**config.mk**
```make
export PLATFORM = sky130hd
export DESIGN_NAME = first_fit_region_allocator
export DESIGN_NICKNAME = d
export VERILOG_FILES = /design/src/rtl/ffra_pkg.sv /design/src/rtl/ffra_table_ram.sv /design/src/rtl/ffra_ctrl.sv /design/src/rtl/first_fit_region_allocator.sv
export SDC_FILE = /design/constraint.sdc
export NUM_CORES = 1
export LEC_CHECK = 0
export BUFFER_PORTS_ARGS = -buffer_cell sky130_fd_sc_hd__buf_2
export CAP_MARGIN = 20
export CORE_UTILIZATION = 40
export DETAILED_ROUTE_END_ITERATION = 6
export PLACE_DENSITY = 0.54
export SLEW_MARGIN = 20
export SYNTH_ARGS = -nofsm -noshare
export SYNTH_HDL_FRONTEND = slang
export SYNTH_SLANG_ARGS = --single-unit
```
**constraint.sdc**
```tcl
create_clock -name clock -period 10.4 [get_ports clock]
set_input_delay 2.08 -clock clock [delete_from_list [all_inputs] [get_ports clock]]
set_output_delay 2.08 -clock clock [all_outputs]
set_load 0.01 [all_outputs]
```
**src/rtl/ffra_pkg.sv**
```systemverilog
// ----------------------------------------------------------------------------
// ffra_pkg
// Types, codes and sizes of the first-fit region allocator.
// ----------------------------------------------------------------------------
package ffra_pkg;

   localparam int MAX_REGIONS  = 16;
   localparam int IDX_W        = $clog2(MAX_REGIONS);
   localparam int CNT_W        = $clog2(MAX_REGIONS + 1);

   localparam int TAG_W        = 8;
   localparam int SIZE_W       = 16;
   localparam int NEED_W       = SIZE_W + 1;
   localparam int FROM_W       = SIZE_W + 2;
   localparam int SUM_W        = SIZE_W + 3;

   localparam logic [NEED_W-1:0] HEADER_WORDS = NEED_W'(5);
   localparam logic [FROM_W-1:0] GUARD_WORDS  = FROM_W'(1);
   localparam logic [SIZE_W-1:0] MEM_SIZE_RESET = 16'hFFFF;

   typedef enum logic [1:0] {
      OP_ALLOC = 2'd0,
      OP_PROBE = 2'd1,
      OP_FREE  = 2'd2,
      OP_NOP   = 2'd3
   } op_type;

   typedef enum logic [2:0] {
      STATUS_OK        = 3'd0,
      STATUS_TOO_LARGE = 3'd1,
      STATUS_NO_GAP    = 3'd2,
      STATUS_NOT_FOUND = 3'd3,
      STATUS_FULL      = 3'd4
   } status_type;

   typedef struct packed {
      logic [TAG_W-1:0]  tag;
      logic [SIZE_W-1:0] start;
      logic [SIZE_W-1:0] total;
   } entry_type;

   typedef struct packed {
      logic             we;
      logic [IDX_W-1:0] waddr;
      entry_type        wdata;
      logic [IDX_W-1:0] raddr;
   } ram_req_type;

endpackage

```
**src/rtl/ffra_table_ram.sv**
```systemverilog
// ----------------------------------------------------------------------------
// ffra_table_ram
// Region table: one write port, one read port, registered read data.
// ----------------------------------------------------------------------------
module ffra_table_ram (
   input  logic                 clock,
   input  ffra_pkg::ram_req_type req,
   output ffra_pkg::entry_type  rd_data
);
   import ffra_pkg::*;

   entry_type mem [MAX_REGIONS];

   always_ff @(posedge clock) begin
      if (req.we) begin
         mem[req.waddr] <= req.wdata;
      end
   end

   always_ff @(posedge clock) begin
      rd_data <= mem[req.raddr];
   end

endmodule

```
**src/rtl/ffra_ctrl.sv**
```systemverilog
// ----------------------------------------------------------------------------
// ffra_ctrl
// Request sequencer: size checks, first-fit scan, insert and delete ripples.
// ----------------------------------------------------------------------------
module ffra_ctrl (
   input  logic                         clock,
   input  logic                         reset,
   input  logic                         start,
   output logic                         busy,
   input  logic [1:0]                   req_operation,
   input  logic [ffra_pkg::TAG_W-1:0]   req_program_tag,
   input  logic [ffra_pkg::SIZE_W-1:0]  req_overlay_size,
   output logic                         rsp_valid,
   output logic [2:0]                   rsp_status,
   output logic [ffra_pkg::SIZE_W-1:0]  rsp_region_start,
   input  logic                         csr_wr_en,
   input  logic [ffra_pkg::SIZE_W-1:0]  csr_wr_data,
   output ffra_pkg::ram_req_type        ram_req,
   input  ffra_pkg::entry_type          ram_rd_data
);
   import ffra_pkg::*;

   typedef enum logic [3:0] {
      ST_IDLE = 4'b0001,
      ST_SCAN = 4'b0010,
      ST_INS  = 4'b0100,
      ST_DEL  = 4'b1000
   } state_type;

   state_type          state_ff, state_in;
   op_type             op_ff, op_in;
   logic [TAG_W-1:0]   tag_ff, tag_in;
   logic [NEED_W-1:0]  need_ff, need_in;
   logic [FROM_W-1:0]  from_ff, from_in;
   logic [CNT_W-1:0]   idx_ff, idx_in;
   logic [CNT_W-1:0]   count_ff, count_in;
   entry_type          carry_ff, carry_in;
   logic [SIZE_W-1:0]  mem_size_ff, mem_size_in;
   logic               rsp_valid_ff, rsp_valid_in;
   status_type         rsp_status_ff, rsp_status_in;
   logic [SIZE_W-1:0]  rsp_start_ff, rsp_start_in;

   logic [NEED_W-1:0]  req_need;
   logic [SUM_W-1:0]   fit_end;
   logic [CNT_W-1:0]   idx_dec;
   logic               in_range;
   logic               fits;

   assign req_need = {1'b0, req_overlay_size} + HEADER_WORDS;
   assign fit_end  = {1'b0, from_ff} + {2'b0, need_ff};
   assign idx_dec  = idx_ff - CNT_W'(1);
   assign in_range = idx_ff < count_ff;
   // Gap ends at the next start, or at the top of memory past the last entry.
   assign fits     = in_range ? ({3'b0, ram_rd_data.start} >= fit_end)
                              : ({3'b0, mem_size_ff} >= fit_end);

   always_comb begin
      state_in      = state_ff;
      op_in         = op_ff;
      tag_in        = tag_ff;
      need_in       = need_ff;
      from_in       = from_ff;
      idx_in        = idx_ff;
      count_in      = count_ff;
      carry_in      = carry_ff;
      rsp_valid_in  = 1'b0;
      rsp_status_in = rsp_status_ff;
      rsp_start_in  = rsp_start_ff;
      mem_size_in   = csr_wr_en ? csr_wr_data : mem_size_ff;

      ram_req.we    = 1'b0;
      ram_req.waddr = idx_ff[IDX_W-1:0];
      ram_req.wdata = carry_ff;

      unique case (state_ff)
         ST_IDLE: begin
            if (start) begin
               op_in   = op_type'(req_operation);
               tag_in  = req_program_tag;
               need_in = req_need;
               from_in = '0;
               idx_in  = '0;
               priority if ((op_type'(req_operation) == OP_ALLOC ||
                             op_type'(req_operation) == OP_PROBE) &&
                            ({1'b0, mem_size_ff} < req_need)) begin
                  rsp_valid_in  = 1'b1;
                  rsp_status_in = STATUS_TOO_LARGE;
                  rsp_start_in  = '0;
               end else if (op_type'(req_operation) == OP_ALLOC &&
                            count_ff == CNT_W'(MAX_REGIONS)) begin
                  rsp_valid_in  = 1'b1;
                  rsp_status_in = STATUS_FULL;
                  rsp_start_in  = '0;
               end else if (op_type'(req_operation) == OP_NOP) begin
                  rsp_valid_in  = 1'b1;
                  rsp_status_in = STATUS_OK;
                  rsp_start_in  = '0;
               end else begin
                  state_in = ST_SCAN;
               end
            end
         end

         ST_SCAN: begin
            if (op_ff == OP_FREE) begin
               if (in_range) begin
                  idx_in = idx_ff + CNT_W'(1);
                  if (ram_rd_data.tag == tag_ff) begin
                     rsp_start_in = ram_rd_data.start;
                     state_in     = ST_DEL;
                  end
               end else begin
                  rsp_valid_in  = 1'b1;
                  rsp_status_in = STATUS_NOT_FOUND;
                  rsp_start_in  = '0;
                  state_in      = ST_IDLE;
               end
            end else if (fits) begin
               rsp_status_in = STATUS_OK;
               rsp_start_in  = from_ff[SIZE_W-1:0];
               if (op_ff == OP_PROBE) begin
                  rsp_valid_in = 1'b1;
                  state_in     = ST_IDLE;
               end else begin
                  // Drop the new entry here and carry the displaced one upward.
                  ram_req.we    = 1'b1;
                  ram_req.wdata = '{tag: tag_ff, start: from_ff[SIZE_W-1:0],
                                    total: need_ff[SIZE_W-1:0]};
                  carry_in      = ram_rd_data;
                  if (in_range) begin
                     idx_in   = idx_ff + CNT_W'(1);
                     state_in = ST_INS;
                  end else begin
                     count_in     = count_ff + CNT_W'(1);
                     rsp_valid_in = 1'b1;
                     state_in     = ST_IDLE;
                  end
               end
            end else if (in_range) begin
               from_in = {2'b0, ram_rd_data.start} + {2'b0, ram_rd_data.total}
                       + GUARD_WORDS;
               idx_in  = idx_ff + CNT_W'(1);
            end else begin
               rsp_valid_in  = 1'b1;
               rsp_status_in = STATUS_NO_GAP;
               rsp_start_in  = '0;
               state_in      = ST_IDLE;
            end
         end

         ST_INS: begin
            ram_req.we = 1'b1;
            if (in_range) begin
               carry_in = ram_rd_data;
               idx_in   = idx_ff + CNT_W'(1);
            end else begin
               count_in     = count_ff + CNT_W'(1);
               rsp_valid_in = 1'b1;
               state_in     = ST_IDLE;
            end
         end

         ST_DEL: begin
            // Pull each later entry down by one slot.
            if (in_range) begin
               ram_req.we    = 1'b1;
               ram_req.waddr = idx_dec[IDX_W-1:0];
               ram_req.wdata = ram_rd_data;
               idx_in        = idx_ff + CNT_W'(1);
            end else begin
               count_in      = idx_dec;
               rsp_valid_in  = 1'b1;
               rsp_status_in = STATUS_OK;
               state_in      = ST_IDLE;
            end
         end

         default: begin
            state_in = ST_IDLE;
         end
      endcase

      ram_req.raddr = idx_in[IDX_W-1:0];
   end

   always_ff @(posedge clock) begin
      if (reset) begin
         state_ff     <= ST_IDLE;
         count_ff     <= '0;
         rsp_valid_ff <= 1'b0;
         mem_size_ff  <= MEM_SIZE_RESET;
      end else begin
         state_ff     <= state_in;
         count_ff     <= count_in;
         rsp_valid_ff <= rsp_valid_in;
         mem_size_ff  <= mem_size_in;
      end
   end

   always_ff @(posedge clock) begin
      op_ff         <= op_in;
      tag_ff        <= tag_in;
      need_ff       <= need_in;
      from_ff       <= from_in;
      idx_ff        <= idx_in;
      carry_ff      <= carry_in;
      rsp_status_ff <= rsp_status_in;
      rsp_start_ff  <= rsp_start_in;
   end

   assign busy             = (state_ff != ST_IDLE);
   assign rsp_valid        = rsp_valid_ff;
   assign rsp_status       = rsp_status_ff;
   assign rsp_region_start = rsp_start_ff;

endmodule

```
**src/rtl/first_fit_region_allocator.sv**
```systemverilog
// ----------------------------------------------------------------------------
// first_fit_region_allocator
// Allocates, probes and frees tagged memory regions, first fit from address 0.
// ----------------------------------------------------------------------------
// A request is taken when start is high and busy is low; its single result
// appears on the rsp_ ports for one cycle with rsp_valid high and cannot be
// stalled, so the receiver must capture it then. Size-check, table-full and
// unused-operation requests answer in the cycle after they are taken. Others
// walk the region table one entry per cycle through its single read port and
// shift entries one per cycle through its single write port. busy stays high
// until the result cycle; the user must write memory_size through csr_wr_en /
// csr_wr_data only while the block is idle. The block itself does not enforce
// this.
module first_fit_region_allocator (
   input  logic                         clock,
   input  logic                         reset,
   input  logic                         start,
   output logic                         busy,
   input  logic [1:0]                   req_operation,
   input  logic [ffra_pkg::TAG_W-1:0]   req_program_tag,
   input  logic [ffra_pkg::SIZE_W-1:0]  req_overlay_size,
   output logic                         rsp_valid,
   output logic [2:0]                   rsp_status,
   output logic [ffra_pkg::SIZE_W-1:0]  rsp_region_start,
   input  logic                         csr_wr_en,
   input  logic [ffra_pkg::SIZE_W-1:0]  csr_wr_data
);
   import ffra_pkg::*;

   ram_req_type ram_req;
   entry_type   ram_rd_data;

   ffra_ctrl u_ctrl (
      .clock            (clock),
      .reset            (reset),
      .start            (start),
      .busy             (busy),
      .req_operation    (req_operation),
      .req_program_tag  (req_program_tag),
      .req_overlay_size (req_overlay_size),
      .rsp_valid        (rsp_valid),
      .rsp_status       (rsp_status),
      .rsp_region_start (rsp_region_start),
      .csr_wr_en        (csr_wr_en),
      .csr_wr_data      (csr_wr_data),
      .ram_req          (ram_req),
      .ram_rd_data      (ram_rd_data)
   );

   ffra_table_ram u_table (
      .clock   (clock),
      .req     (ram_req),
      .rd_data (ram_rd_data)
   );

endmodule

```
After elaboration in Yosys (flattened, before gate mapping)
Memory sizes are Yosys's and may differ from the RTL's. A register that Yosys moved wholly into a read port is not among the register bits.
Cells that the tools add are included.
{"block": "word_totals", "word_cells": 149, "out_inout_bits": 21, "romBits": 0, "memories": 1, "mem_bits_rw": 640, "regBits": 135, "in_bits": 46, "latchBits": 0}
{"block": "op_classes", "magnitude_cmp": 4, "n_addsub": 7, "div_mod_pow": 0, "bitwise": 0, "n_eq_ne": 28, "n_mul": 0, "reduce_logical": 18, "muxes": 76, "shift": 0}
{"name": "u_table.mem", "depth": 16, "width": 40, "rd": 1, "rd_ports_with_merged_regs": 1, "write_ports": 1, "line_no": "ffra_table_ram.sv:12", "rtl": "entry_type mem [MAX_REGIONS];"}
{"operator": "$mux W40", "n": 7}
{"operator": "$pmux W40 S2", "n": 2}
{"operator": "$mux W16", "n": 9}
{"operator": "$mux W18", "n": 4}
{"operator": "$mux W5", "n": 10}
{"operator": "$mux W45", "n": 1}
{"operator": "$mux W4", "n": 11}
{"operator": "$ge A16 B19 Y1", "n": 2}
{"operator": "$pmux W18 S2", "n": 1}
{"operator": "$pmux W16 S2", "n": 1}
{"operator": "$mux W3", "n": 10}
{"operator": "$pmux W5 S3", "n": 2}
{"operator": "$reduce_and A5 Y1", "n": 5}
{"operator": "$add A18 B17 Y19", "n": 1}
{"operator": "$add A18 B1 Y18 const B", "n": 1}
{"operator": "$add A16 B16 Y17", "n": 1}
{"operator": "$add A16 B3 Y17 const B", "n": 1}
{"operator": "$lt A16 B17 Y1", "n": 1}
{"operator": "$ne A2 B2 Y1 const B", "n": 8}
{"operator": "$mux W1", "n": 14}
{"operator": "$ne A4 B4 Y1 const B", "n": 3}
{"operator": "$pmux W4 S3", "n": 1}
{"operator": "$add A5 B1 Y5 const B", "n": 2}
{"operator": "$pmux W3 S3", "n": 1}
{"operator": "other kinds (23)", "n": 34}

Longest topological paths before layout
{"block": "depth", "word_depth": 8, "depth_mapped": 27}

By module
From an unflattened synthesis, not the netlist that was laid out.
{"block": "unflattened", "cells_unflattened": 1962, "area_unflattened_um2": 34309.2}
{"module": "ffra_table_ram", "n_inst": 1, "area_per_inst_um2": 25131.6, "cells_per_inst": 1040}
{"module": "ffra_ctrl", "n_inst": 1, "area_per_inst_um2": 9177.6, "cells_per_inst": 922}

Least setup slack after synthesis
No wires, ideal clock.
{"block": "synth_timing", "path_type": "reg2reg", "startpoint": "register u_ctrl.from_ff[6]", "endpoint": "memory u_table.mem[0][0] (netlist bit) (enable)", "path_buffers": 1, "stages_incl_launch_ff": 21, "synth_period_minus_slack_ps": 6338, "arrival_ps": 5901, "setup_slack_ps": 4062, "t_required_ps": 9962, "setup_ps": 438, "cell_sequence": "edfxtp_1 > ha_1 > a21oi_1 > a21boi_0 > o311ai_1 > nand2_1 > a211oi_1 > xor2_1 > ha_1 > and3_1 > o2111ai_1 > a21o_1 > o2111ai_1 > o211a_1 > nor3b_2 > and2_1 > clkbuf_1 > nor2_1 > nor3_1 > a31oi_1 > nor2_1"}
{"block": "synth_between", "elab_chain_len": 8, "elab_cells_between_ends": 9, "classes_between": "add/sub: 1; order compare: 2; mux: 6"}
{"item": "start, declared", "line_no": "ffra_ctrl.sv:34", "rtl": "logic [FROM_W-1:0] from_ff, from_in;"}
{"item": "start signal, assigned", "line_no": "ffra_ctrl.sv:204", "rtl": "from_ff <= from_in;"}
{"item": "$add A18 B17 Y19 (*)", "line_no": "ffra_ctrl.sv:50", "rtl": "assign fit_end = {1'b0, from_ff} + {2'b0, need_ff};"}
{"item": "$ge A16 B19 Y1 (on tied branches)", "line_no": "ffra_ctrl.sv:55, ffra_ctrl.sv:54"}
{"item": "$mux W1 (*)", "line_no": "ffra_ctrl.sv:54", "rtl": "assign fits = in_range ? ({3'b0, ram_rd_data.start} >= fit_end)"}
{"item": "$mux W1 (*)", "line_no": "ffra_ctrl.sv:118", "rtl": "end else if (fits) begin"}
{"item": "$mux W1 (*)", "line_no": "ffra_ctrl.sv:105", "rtl": "if (op_ff == OP_FREE) begin"}
{"item": "$pmux W1 S3 (*)", "line_no": "ffra_ctrl.sv:75", "rtl": "unique case (state_ff)"}
{"item": "$mux W1 (*)", "line_no": "ffra_table_ram.sv:15", "rtl": "if (req.we) begin"}
{"item": "$mux W1 (not written as such) (*)", "line_no": "ffra_table_ram.sv:16", "rtl": "mem[req.waddr] <= req.wdata;"}
{"item": "end, declared", "line_no": "ffra_table_ram.sv:12"}
Mark *: on every way between the ends. The rest lies on a longest branch, timed or not.

Worst setup path after layout
{"block": "layout_timing", "startpoint": "register u_ctrl.from_ff[3]", "endpoint": "register, netlist name u_table.rd_data[22]"}
{"block": "layout_between", "elab_chain_len": 6, "elab_cells_between_ends": 7, "classes_between": "add/sub: 1; order compare: 2; mux: 4"}
{"item": "$add A18 B17 Y19 (*)", "line_no": "ffra_ctrl.sv:50"}
{"item": "$ge A16 B19 Y1 (on tied branches)", "line_no": "ffra_ctrl.sv:55, ffra_ctrl.sv:54"}
{"item": "$mux W1 (*)", "line_no": "ffra_ctrl.sv:54"}
{"item": "$mux W5 (*)", "line_no": "ffra_ctrl.sv:118"}
{"item": "$mux W5 (*)", "line_no": "ffra_ctrl.sv:105"}
{"item": "$pmux W5 S3 (*)", "line_no": "ffra_ctrl.sv:75"}
Marks and branches as above.
A chain may end at the register's enable or synchronous reset.

==> results by group <==
CTS
  • Clock root buffer: clkbuf_16
  • CTS Buffer Depth: 3
  • # H-tree levels: 3
  • Worst skew pair latency: ~650 ps
  • Reg clk slew, reported paths: around 60 ps
  • Hold-fix buffers, CTS: 0
  • Post-CTS setup buffer count: 0
  • Resize count post-CTS: 0
  • Num CTS Buffers: 87
  • Clock sinks: roughly 820
  • CTS tree: built

Power
  • Internal: about 5.7 mW
  • Pwr per Cell Area: ~180 mW/mm²
  • Combinational share of power: 0.063
  • Sequential share of power: 0.496
  • Leakage: 14.6 nW
  • Net Sw Frac: 0.220
  • Clock share of power: 0.441
  • Max rail drop VDD: around 0.00013 V
  • Sw power: between 1.5 and 2 mW

Synthesis
  • Most used DFF post-synth: edfxtp_1
  • Post-Synthesis Cells: 2585
  • Fraction of registers with async set/reset: 0
  • Top cells by area, synth: edfxtp_1 64%, nand2_1 5.4%, dfxtp_1 4.0%
  • Top cells by count, synth: 745 x edfxtp_1, 501 x nand2_1, 137 x a22oi_1
  • Share of the synthesized area in the top cell type: 0.644
  • Post-synthesis sequential area ratio: 0.684
  • Synth Net Count: ~2700
  • Yosys warns: 0
  • Post-synth EDFFs: approximately 750
  • FF+latch count, synth: between 800 and 900
  • Cell with the most instances after synthesis: edfxtp_1
  • Syn_area_per_cell: approximately 13 µm²
  • Netlist Area Pre-Place: approximately 0.035 mm²
  • Leading area contributor after synthesis: edfxtp_1
  • Post-synth cell types: 73

Worst setup path
  • Critical path class: reg2reg
  • Critical path's largest stage delay: slightly above 700 ps
  • CP required: between 10000 and 15000 ps
  • CP cell instances: ha_1 > o21ai_1 > a211oi_1 > o311ai_1 > nand2_1 > a211oi_1 > xor2_1 > ha_1 > and3_1 > o2111ai_1 > a21o_1 > o2111ai_1 > o211a_1 > and2_1 > a32o_4 > buf_4 > nor2_4 > buf_4 > a22oi_1 > nand2_1 > a221o_1
  • Register-to-Register Setup Slack: ~3300 ps
  • Critical path arrival: 7610 ps
  • Max stage delay cell, worst path: a32o_4
  • CP max FO: 52
  • Worst Path Buf+Inv: 2
  • CP Launch Type: flip-flop
  • Worst setup EP type: flip-flop
  • RR Startpoint: u_ctrl.from_ff[3]$_SDFFCE_PN0P_
  • Reg2reg end: u_table.rd_data[22]$_DFF_P_
  • Delay-heaviest family, CP: compound AO/OA/AOI/OAI gates
  • FF-to-FF path depth: 21

Worst hold path
  • Hold Crit Endpoint: u_ctrl.carry_ff[36]$_DFFE_PP_
  • Hold Path Origin: u_table.rd_data[36]$_DFF_P_
  • Hold Crit Class: reg2reg
  • Worst hold stages: 0

Finish
  • Ant. Diodes: 0
  • Area of the multi-input gates: 0.0104 mm²
  • Final #Nets: roughly 2800
  • Register area: between 0.02 and 0.025 mm²
  • Synth-to-Final Area Change: 13.7%
  • Ratio of cells with drive above 1 in the final layout: 0.124
  • Fillers: 7486

Floorplanning
  • Die Y: just under 300 µm
  • Core footprint: ~0.086 mm²
  • Die Area: roughly 0.088 mm²
  • Die width: ~300 µm
  • Initial Utilization: 0.406
  • I/O Pins: between 60 and 70
  • # rows: roughly 110

STA
  • Final min period: 7100 ps
  • Final setup viols: 0
  • Fin. Hold Viols: 0
  • Hold slack final: around 490 ps
  • Max frequency: ~140 MHz
  • Tcrit/Tclk final: 0.683
  • Clock Skew: around 32 ps
  • Worst-Margin Slew: around 1100 ps
  • Worst slew margin: 0.265
  • Unrepaired setup endpoints after global routing: false
  • Setup_tns: 0 ps
  • Fin. max-slew vios: 0

Detailed routing
  • DRT Wirelength: approximately 94000 µm
  • Drt pass-1 iters: 5
  • DRT iter0 DRCs: between 1500 and 2000
  • Vias per cell: ~5.6
  • Number of remaining DRC errors: 0
  • Final ANT Viol Nets: 0
  • Via count: approximately 22000
  • Post-DR wirelength/cell: 24.3 µm

GRT
  • Initial antenna violation count: 0
  • Gr ovfl total: 0
  • Vias in the first global route: about 21000
  • Total GRT Usage: 0.210
  • First-pass GRT wire length: about 140000 µm
  • Largest net degree at the start of global routing: about 110

Placement
  • I/O Buffers: 66
  • Half-perimeter wire length after placement: roughly 55000 µm
  • GP Congestion: just under 0.9

Status
  • Status: finished clean

Job
  • Max_cap viols: 0
-- cell type report --
| type | instances | area share |
|---|---|---|
| Clock buffer | 122 | 0.0620 |
| Clock inverter | 41 | 0.0135 |
| Inverter | 49 | 0.00472 |
| Multi-Input combinational cell | 1582 | 0.264 |
| Sequential cell | 815 | 0.602 |
| Tap cell | 1144 | 0.0362 |
| Timing Repair Buffer | 110 | 0.0182 |
-- registers in the layout, indices dropped and copies added, names as in the netlist, 8 cells and up --
name	cells
u_ctrl.carry_ff	40
u_ctrl.rsp_region_start	16
u_table.mem	640
u_ctrl.need_ff	17
u_ctrl.mem_size_ff	16
u_table.rd_data	40
u_ctrl.tag_ff	8
u_ctrl.from_ff	18
-- per-layer routing --
layer  up-vias  GRT usage  routed length (µm)
met5         -          0                   0
met4         0     0.0642                2230
met3       143     0.0326                6210
met2       764      0.340               43900
met1     11000      0.290               41300
li1       9905          -                   -
-- logic make-up (layout without fill, tap and decap cells) --
family / Yosys count / count (layout) / share of synthesized area
fa+ha+maj: 87 / 87 / 0.0317
compound gates: 438 / 438 / 0.0937
mux: 142 / 142 / 0.0424
simple gates: 844 / 844 / 0.107
xor+xnor: 71 / 71 / 0.0179
buf+inv: 188 / 322 / 0.0227
flops: 815 / 815 / 0.684
-- per-stage QoR --
| stage | std cells | setup WS (ps) | util | cell area (µm²) | power, mW |
|---|---|---|---|---|---|
| floorplan | 2585 | 4060 | - | 34700 | 3.99 |
| global placement | 3696 | 3340 | 0.426 | 36500 | 4.13 |
| detailed placement | 3699 | 3320 | 0.426 | 36500 | 4.14 |
| CTS | 3862 | 3300 | 0.461 | 39500 | 7.34 |
| global route | 3863 | 2880 | 0.462 | 39500 | 7.50 |
| finish | 3863 | 3300 | 0.462 | 39500 | 7.28 |
-- how the worst max path moves through the flow --
stage,startpoint,to,slack [ps],cells past startpoint
after floorplan,u_ctrl.from_ff[6]$_SDFFCE_PN0P_,u_table.mem[0][0]$_DFFE_PP_,4060,20
after global placement,u_ctrl.from_ff[6]$_SDFFCE_PN0P_,u_table.rd_data[33]$_DFF_P_,3340,20
after detailed placement,u_ctrl.from_ff[6]$_SDFFCE_PN0P_,u_table.rd_data[20]$_DFF_P_,3320,21
after CTS,u_ctrl.from_ff[6]$_SDFFCE_PN0P_,u_table.rd_data[22]$_DFF_P_,3300,21
after global routing,u_ctrl.from_ff[6]$_SDFFCE_PN0P_,u_table.rd_data[5]$_DFF_P_,2880,21
final,u_ctrl.from_ff[3]$_SDFFCE_PN0P_,u_table.rd_data[22]$_DFF_P_,3300,21
-- power groups by stage --
| stage | Clock (mW) | Sequential [mW] | Combinational (mW) |
|---|---|---|---|
| 3_5_place_dp | 0 | 3.68 | 0.457 |
| 6_report | 3.21 | 3.61 | 0.458 |
| 2_1_floorplan | 0 | 3.66 | 0.322 |
| 4_1_cts | 3.27 | 3.61 | 0.459 |
| 3_3_place_gp | 0 | 3.68 | 0.449 |
| 5_1_grt | 3.38 | 3.61 | 0.504 |
-- layout by cell type, fill, tap and decap left out, types with 28 or more instances in the layout --
master	n
o32ai_1	40
mux2i_1	100
a221o_1	40
xnor2_1	40
xor2_1	31
and3_1	130
inv_1	46
nand3_1	28
edfxtp_1	745
dfxtp_1	70
nand2_1	500
nor2_1	85
buf_2	66
ha_1	84
mux2_2	41
a22oi_1	137
a31oi_1	51
a21oi_1	48
clkbuf_16	89
buf_4	40
Power figures use the tool's default switching activity.
